$ cat config.mk
export PLATFORM = sky130hd
export DESIGN_NAME = extended_gcd_mod_inverse_top
export DESIGN_NICKNAME = d
export VERILOG_FILES = /design/src/egcd_pkg.sv /design/src/extended_gcd_mod_inverse_top.sv
export SDC_FILE = /design/constraint.sdc
export NUM_CORES = 1
export LEC_CHECK = 0
export BUFFER_PORTS_ARGS = -buffer_cell sky130_fd_sc_hd__buf_4
export CORE_AREA = 10 10 323 325
export CTS_CLUSTER_DIAMETER = 60
export CTS_CLUSTER_SIZE = 20
export DETAILED_ROUTE_END_ITERATION = 8
export DIE_AREA = 0 0 333 335
export HOLD_SLACK_MARGIN = 0.08
export PLACE_DENSITY = 0.51
export SLEW_MARGIN = 0
export SYNTH_ARGS = -nofsm -noshare
export SYNTH_HDL_FRONTEND = slang
export SYNTH_SLANG_ARGS = --single-unit
$ cat constraint.sdc
create_clock -name clock -period 14.7 [get_ports clock]
set_clock_uncertainty 0.05 [all_clocks]
set_input_delay 2.94 -clock clock [delete_from_list [all_inputs] [get_ports clock]]
set_output_delay 2.94 -clock clock [all_outputs]
set_load 0.02 [all_outputs]
$ cat src/egcd_pkg.sv
// shared types for the extended gcd and modular inverse block
`timescale 1ns / 1ps

package egcd_pkg;

   // sequencer states
   typedef enum logic [1:0] {
      ST_IDLE,
      ST_DIV,
      ST_FIN
   } egcd_state_type;

endpackage

$ cat src/extended_gcd_mod_inverse_top.sv
// extended euclid gcd, bezout coefficients and modular inverse on a shared divide step
//
// channel  direction  tdata (low bit first)                        tuser
// req      in         operand_a, modulus_b                         -
// rsp      out        gcd_value, coef_x, coef_y, inverse, zeros    inverse_exists
//
// each euclid step is a restoring divide, one quotient bit a cycle through the shared
// compare/subtract unit; the word is loaded in ST_IDLE and the result is written in
// ST_FIN, and a word with modulus_b of 0 goes from the load straight to ST_FIN.
// reset is synchronous and clears the sequencer and the result valid.
// a new word is taken while a finished result still waits on rsp; a result that is
// ready while the previous one is not yet taken holds the sequencer in its last state.
`timescale 1ns / 1ps

module extended_gcd_mod_inverse_top
   import egcd_pkg::*;
#(
   parameter int WIDTH = 32
) (
   input  logic                                clock,
   input  logic                                reset,
   input  logic                                req_tvalid,
   output logic                                req_tready,
   // operand_a, modulus_b, zero fill
   input  logic [((2*WIDTH+7)/8)*8-1:0]        req_tdata,
   output logic                                rsp_tvalid,
   input  logic                                rsp_tready,
   // gcd_value, coef_x, coef_y, inverse, zero fill
   output logic [((4*WIDTH+2+7)/8)*8-1:0]      rsp_tdata,
   // inverse_exists
   output logic                                rsp_tuser
);

   localparam int OUT_RAW  = 4 * WIDTH + 2;
   localparam int OUT_BITS = ((OUT_RAW + 7) / 8) * 8;
   localparam int DW       = 2 * WIDTH - 1;
   localparam int CW       = $clog2(WIDTH);
   localparam logic [CW-1:0] CNT_TOP = CW'(WIDTH - 1);

   egcd_state_type state_ff, state_in;

   logic [WIDTH-1:0] r0_ff, r0_in;
   logic [WIDTH-1:0] r1_ff, r1_in;
   logic [WIDTH-1:0] rem_ff, rem_in;
   logic [DW-1:0]    div_ff, div_in;
   logic [WIDTH-1:0] b_ff, b_in;
   logic [WIDTH:0]   s0_ff, s0_in, s1_ff, s1_in;
   logic [WIDTH:0]   t0_ff, t0_in, t1_ff, t1_in;
   logic [WIDTH:0]   acc_s_ff, acc_s_in, acc_t_ff, acc_t_in;
   logic [CW-1:0]    cnt_ff, cnt_in;

   logic                rsp_valid_ff, rsp_valid_in;
   logic [OUT_BITS-1:0] rsp_data_ff, rsp_data_in;
   logic                rsp_user_ff, rsp_user_in;

   logic [WIDTH-1:0] in_a, in_b;
   logic             ge;
   logic [WIDTH-1:0] rem_next;
   logic [WIDTH:0]   acc_s_next, acc_t_next;
   logic             out_free;
   logic             exists;
   logic [WIDTH-1:0] inv_val;

   assign in_a = req_tdata[WIDTH-1:0];
   assign in_b = req_tdata[2*WIDTH-1:WIDTH];

   // shared quotient bit unit: compare, subtract and horner-accumulate q*s1, q*t1
   assign ge         = div_ff <= {{(WIDTH-1){1'b0}}, rem_ff};
   assign rem_next   = ge ? rem_ff - div_ff[WIDTH-1:0] : rem_ff;
   assign acc_s_next = {acc_s_ff[WIDTH-1:0], 1'b0} + (ge ? s1_ff : '0);
   assign acc_t_next = {acc_t_ff[WIDTH-1:0], 1'b0} + (ge ? t1_ff : '0);

   assign out_free = !rsp_valid_ff || rsp_tready;
   assign exists   = (r0_ff == WIDTH'(1)) && (b_ff != '0);
   // |x| < b when the inverse exists, so one add folds a negative x into range
   assign inv_val  = !exists ? '0 : (s0_ff[WIDTH] ? s0_ff[WIDTH-1:0] + b_ff
                                                  : s0_ff[WIDTH-1:0]);

   assign req_tready = (state_ff == ST_IDLE);
   assign rsp_tvalid = rsp_valid_ff;
   assign rsp_tdata  = rsp_data_ff;
   assign rsp_tuser  = rsp_user_ff;

   always_ff @(posedge clock) begin
      if (reset) begin
         state_ff     <= ST_IDLE;
         rsp_valid_ff <= 1'b0;
      end else begin
         state_ff     <= state_in;
         rsp_valid_ff <= rsp_valid_in;
      end
   end

   always_ff @(posedge clock) begin
      r0_ff       <= r0_in;
      r1_ff       <= r1_in;
      rem_ff      <= rem_in;
      div_ff      <= div_in;
      b_ff        <= b_in;
      s0_ff       <= s0_in;
      s1_ff       <= s1_in;
      t0_ff       <= t0_in;
      t1_ff       <= t1_in;
      acc_s_ff    <= acc_s_in;
      acc_t_ff    <= acc_t_in;
      cnt_ff      <= cnt_in;
      rsp_data_ff <= rsp_data_in;
      rsp_user_ff <= rsp_user_in;
   end

   always_comb begin
      state_in     = state_ff;
      r0_in        = r0_ff;
      r1_in        = r1_ff;
      rem_in       = rem_ff;
      div_in       = div_ff;
      b_in         = b_ff;
      s0_in        = s0_ff;
      s1_in        = s1_ff;
      t0_in        = t0_ff;
      t1_in        = t1_ff;
      acc_s_in     = acc_s_ff;
      acc_t_in     = acc_t_ff;
      cnt_in       = cnt_ff;
      rsp_valid_in = rsp_valid_ff && !rsp_tready;
      rsp_data_in  = rsp_data_ff;
      rsp_user_in  = rsp_user_ff;

      unique case (state_ff)
         ST_IDLE: begin
            if (req_tvalid) begin
               r0_in    = in_a;
               r1_in    = in_b;
               b_in     = in_b;
               s0_in    = (WIDTH+1)'(1);
               s1_in    = '0;
               t0_in    = '0;
               t1_in    = (WIDTH+1)'(1);
               rem_in   = in_a;
               div_in   = {in_b, {(WIDTH-1){1'b0}}};
               acc_s_in = '0;
               acc_t_in = '0;
               cnt_in   = CNT_TOP;
               state_in = (in_b == '0) ? ST_FIN : ST_DIV;
            end
         end
         ST_DIV: begin
            rem_in   = rem_next;
            div_in   = div_ff >> 1;
            acc_s_in = acc_s_next;
            acc_t_in = acc_t_next;
            cnt_in   = cnt_ff - CW'(1);
            if (cnt_ff == '0) begin
               // step done: (r0, r1) <- (r1, r0 mod r1), coefficients likewise
               r0_in    = r1_ff;
               r1_in    = rem_next;
               s0_in    = s1_ff;
               s1_in    = s0_ff - acc_s_next;
               t0_in    = t1_ff;
               t1_in    = t0_ff - acc_t_next;
               rem_in   = r1_ff;
               div_in   = {rem_next, {(WIDTH-1){1'b0}}};
               acc_s_in = '0;
               acc_t_in = '0;
               cnt_in   = CNT_TOP;
               state_in = (rem_next == '0) ? ST_FIN : ST_DIV;
            end
         end
         ST_FIN: begin
            if (out_free) begin
               rsp_valid_in = 1'b1;
               rsp_data_in  = OUT_BITS'({inv_val, t0_ff, s0_ff, r0_ff});
               rsp_user_in  = exists;
               state_in     = ST_IDLE;
            end
         end
         default: begin
            state_in = ST_IDLE;
         end
      endcase
   end

`ifndef NO_ASSERTIONS
   // the divide step only runs on a nonzero divisor
   a_div_nonzero: assert property (@(posedge clock) disable iff (reset)
      (state_ff == ST_DIV) |-> (r1_ff != '0))
      else $error("divide step with zero divisor");

   // an inverse is only flagged with a gcd of one
   a_exists_gcd: assert property (@(posedge clock) disable iff (reset)
      (rsp_valid_ff && rsp_user_ff) |-> (rsp_data_ff[WIDTH-1:0] == WIDTH'(1)))
      else $error("inverse flagged with gcd other than one");

   // without an inverse the inverse field is zero
   a_no_inverse_zero: assert property (@(posedge clock) disable iff (reset)
      (rsp_valid_ff && !rsp_user_ff) |-> (rsp_data_ff[4*WIDTH+1:3*WIDTH+2] == '0))
      else $error("inverse field nonzero without inverse");

   // finishing only loads the result register when it is free
   a_fin_load: assert property (@(posedge clock) disable iff (reset)
      (state_ff == ST_FIN && rsp_valid_ff && !rsp_tready) |=> (state_ff == ST_FIN))
      else $error("result overwritten before it was taken");
`endif

endmodule

==> results.sh <==
export IMPL_ctsResizeCount=0
export IMPL_finalCriticalPeriod_ns=9.38
export IMPL_areaGrowthSynthToFinish_pct=17.0
export IMPL_worst_pin_slew_ns=1.13
export IMPL_ys_flop_type="edfxtp_1"
export IMPL_cp_arrival_ns=9.79
export IMPL_clk_path_buf_depth=3
export IMPL_cts_sinks=526
export IMPL_drive_above_1_share=0.124
export IMPL_crit_type="reg2reg"
export IMPL_place_congestion=0.860
export IMPL_cp_common_cell="a21oi_1"
export IMPL_fillCellCount=9831
export IMPL_async_flop_share=0
export IMPL_cts_root_buf="clkbuf_16"
export IMPL_synth_compound_area_frac=0.141
export IMPL_synth_seq_cells=526
export IMPL_path_clk_slew_ns=0.07
export IMPL_finalPower_w=0.00469
export IMPL_min_to="rsp_tdata[3]"
export IMPL_dieArea_sq_um=112000
export IMPL_synth_largest_area_cell="edfxtp_1"
export IMPL_drv_slew=0
export IMPL_grt_pass1_vias=22800
export IMPL_hold_buffers=0
export IMPL_rows=115
export IMPL_cts_buffers=66
export IMPL_r2r_end="s1_ff[32]"
export IMPL_netlist_area_leader_share=0.507
export IMPL_hold_class="reg2reg"
export IMPL_hold_viol_final=0
export IMPL_grt_pass1_wl_mm=137
export IMPL_max_vdd_ir_drop_uv=67.2
export IMPL_yosys_warnings=0
export IMPL_power_leakage_nw=14.2
export IMPL_antenna_left=0
export IMPL_ff2ff_setup_slack_ns=5.32
export IMPL_die_width_microns=333
export IMPL_synth_area_leaders="edfxtp_1, ha_1, nor2_1, a21oi_1, and2_1"
export IMPL_grt_total_usage=0.157
export IMPL_tritoncts="yes"
export IMPL_viasPerCell=5.11
export IMPL_coreArea_sq_um=97800
export IMPL_drtPass1Iterations=5
export IMPL_synthDistinctLibCells=89
export IMPL_die_height_microns=335
export IMPL_synth_simple_area_share=0.163
export IMPL_wirelength_mm=90.0
export IMPL_dp_hpwl_mm=64.6
export IMPL_finalSetupViolCount=0
export IMPL_cts_setup_buffers=0
export IMPL_synthXorXnorAreaFrac=0.0485
export IMPL_wl_per_cell_microns=20.1
export IMPL_antenna_found_initial=3
export IMPL_status="completed"
export IMPL_synthAdderAreaFrac=0.0879
export IMPL_tns_ns=0
export IMPL_clk_latency_ns=0.65
export IMPL_critPathSlowestCell="buf_4"
export IMPL_netlist_instances=2932
export IMPL_maxClockFrequency_mhz=107
export IMPL_syn_area_sq_um=31000
export IMPL_critPathMaxStageDelay_ns=0.63
export IMPL_max_cap_violations=0
export IMPL_first_iter_violations=1652
export IMPL_htree_levels=3
export IMPL_grt_max_degree=161
export IMPL_via_count=22800
export IMPL_drc=0
export IMPL_synth_top_family_by_area="simple AND/OR/NAND/NOR gates"
export IMPL_synthMuxAreaShare=0.0199
export IMPL_io_pin_count=207
export IMPL_worstPathMaxFanout=67
export IMPL_crit_path_end_kind="flip-flop"
export IMPL_yosysSeqAreaShare=0.509
export IMPL_globalRoute_totalOverflow=0
export IMPL_holdCritStartpoint="r0_ff[3]"
export IMPL_period_share=0.638
export IMPL_cp_start_kind="flip-flop"
export IMPL_rsz0062_at_grt="no"
export IMPL_final_seq_area_sq_um=15800
export IMPL_worstPathRequired_ns=15.11
export IMPL_io_buffers=200
export IMPL_power_density_nw_per_um2=129
export IMPL_final_nets=3383
export IMPL_relSlewSlack=0.249
export IMPL_initial_core_util=0.317
export IMPL_hold_ws_ns=0.396
export IMPL_synth_edf_count=523
export IMPL_multi_input_area_sq_um=14400
export IMPL_whs_path_depth=0
export IMPL_rr_worst_depth=40
export IMPL_syn_area_per_cell_sq_um=10.6
export IMPL_reg2reg_from="rem_ff[1]"
cells by family (layout without fill, tap and decap cells):
logic type / after synthesis / count (layout)
AO/OA/AOI/OAI: 671 / 671
XOR/XNOR: 162 / 162
adder cells (fa/ha/maj): 219 / 219
buffers and inverters: 245 / 485
flip-flops: 526 / 526
multiplexers: 61 / 61
other: 1 / 7
AND/OR/NAND/NOR: 1047 / 1047
area by class of cell:
type	count	share of cell area
clock buffer	68	0.0460
timing repair buffer	216	0.0454
sequential	526	0.435
multi-input combinational	2166	0.396
antenna	1	0.0000690
tap	1287	0.0444
inverter	148	0.0153
clock inverter	53	0.0180
per-stage QoR:
| stage | std cells | worst slack [ns] | utilization | instance area [sq um] |
|---|---|---|---|---|
| floorplan | 2937 | 4.13 | - | 31000 |
| global placement | 4343 | 5.54 | 0.347 | 33900 |
| detailed placement | 4343 | 5.36 | 0.347 | 33900 |
| CTS | 4464 | 5.28 | 0.371 | 36300 |
| global route | 4464 | 4.49 | 0.371 | 36300 |
| finish | 4465 | 5.32 | 0.371 | 36300 |
worst max path at each step:
stage | from | to | slack, ns | cells past startpoint
2_1_floorplan | req_tvalid | acc_s_ff[0] | 4.13 | 2
3_3_place_gp | rem_ff[1] | s1_ff[32] | 5.54 | 40
3_5_place_dp | rem_ff[1] | s1_ff[32] | 5.36 | 40
4_1_cts | rem_ff[1] | s1_ff[32] | 5.28 | 40
5_1_grt | rem_ff[1] | s1_ff[30] | 4.49 | 39
6_report | rem_ff[1] | s1_ff[32] | 5.32 | 40
placed cells by master, fill, tap and decap left out, types with 18 or more instances in the layout:
cell type | synthesis | layout
and2_1 | 158 | 157
o21ai_0 | 151 | 151
mux2i_1 | 57 | 57
nand2_1 | 240 | 239
or2_2 | 20 | 20
xor2_1 | 58 | 58
nand3_1 | 36 | 36
nand2b_1 | 35 | 33
maj3_1 | 22 | 22
inv_1 | 147 | 147
nand4_1 | 20 | 20
a211oi_1 | 19 | 19
nor4_1 | 45 | 45
ha_1 | 185 | 185
nor2_1 | 338 | 334
edfxtp_1 | 523 | 523
o31ai_1 | 18 | 18
nor2b_1 | 28 | 27
a21o_1 | 64 | 64
a21oi_1 | 202 | 202
nor3_1 | 49 | 49
xnor2_1 | 98 | 98
clkbuf_16 | 0 | 66
and3_1 | 25 | 25
o21a_1 | 37 | 37
buf_4 | 6 | 214
o21bai_1 | 19 | 19
layer usage:
layer | share of wire | routed length [microns] | GRT usage
met1 | 0.48 | 43100 | 0.218
met4 | 0.024 | 2150 | 0.0467
met2 | 0.45 | 40700 | 0.251
met5 | 0.000078 | 7 | 0
met3 | 0.045 | 4060 | 0.0227
Yosys cell counts, drive strengths merged (20+ instances only):
| master | instances |
|---|---|
| edfxtp | 523 |
| nor2 | 338 |
| nand2 | 240 |
| a21oi | 204 |
| ha | 185 |
| and2 | 158 |
| o21ai | 158 |
| inv | 148 |
| xnor2 | 98 |
| clkbuf | 77 |
| a21o | 64 |
| xor2 | 58 |
| mux2i | 57 |
| nor3 | 49 |
| nor4 | 45 |
| o21a | 37 |
| nand3 | 36 |
| nand2b | 35 |
| maj3 | 28 |
| nor2b | 28 |
| and3 | 25 |
| a211oi | 23 |
| or2 | 21 |
| buf | 20 |
| nand4 | 20 |
report_power, final:
part / total, W / internal, W / switching [W]
sequential: 0.00194 / 0.00184 / 0.0000994
clock: 0.00173 / 0.000952 / 0.000780
combinational: 0.00103 / 0.000387 / 0.000638
sequential cells by signal, indices dropped and copies added, names as in the netlist:
signal,flops
acc_s_ff,32
acc_t_ff,32
b_ff,32
cnt_ff,5
div_ff,63
r0_ff,32
r1_ff,32
rem_ff,32
rsp_tdata,130
rsp_tuser,1
rsp_tvalid,1
s0_ff,33
s1_ff,33
state_ff,2
t0_ff,33
t1_ff,33
worst max-delay path: cells and delay by family, from the launching register on:
family | cells | cell delay (ns)
flops | 1 | 0.44
xor+xnor | 1 | 0.19
simple gates | 10 | 1.65
compound gates | 23 | 4.85
buf+inv | 2 | 0.77
fa+ha+maj | 4 | 1.21
No activity file was read; power rests on OpenSTA's default activity.
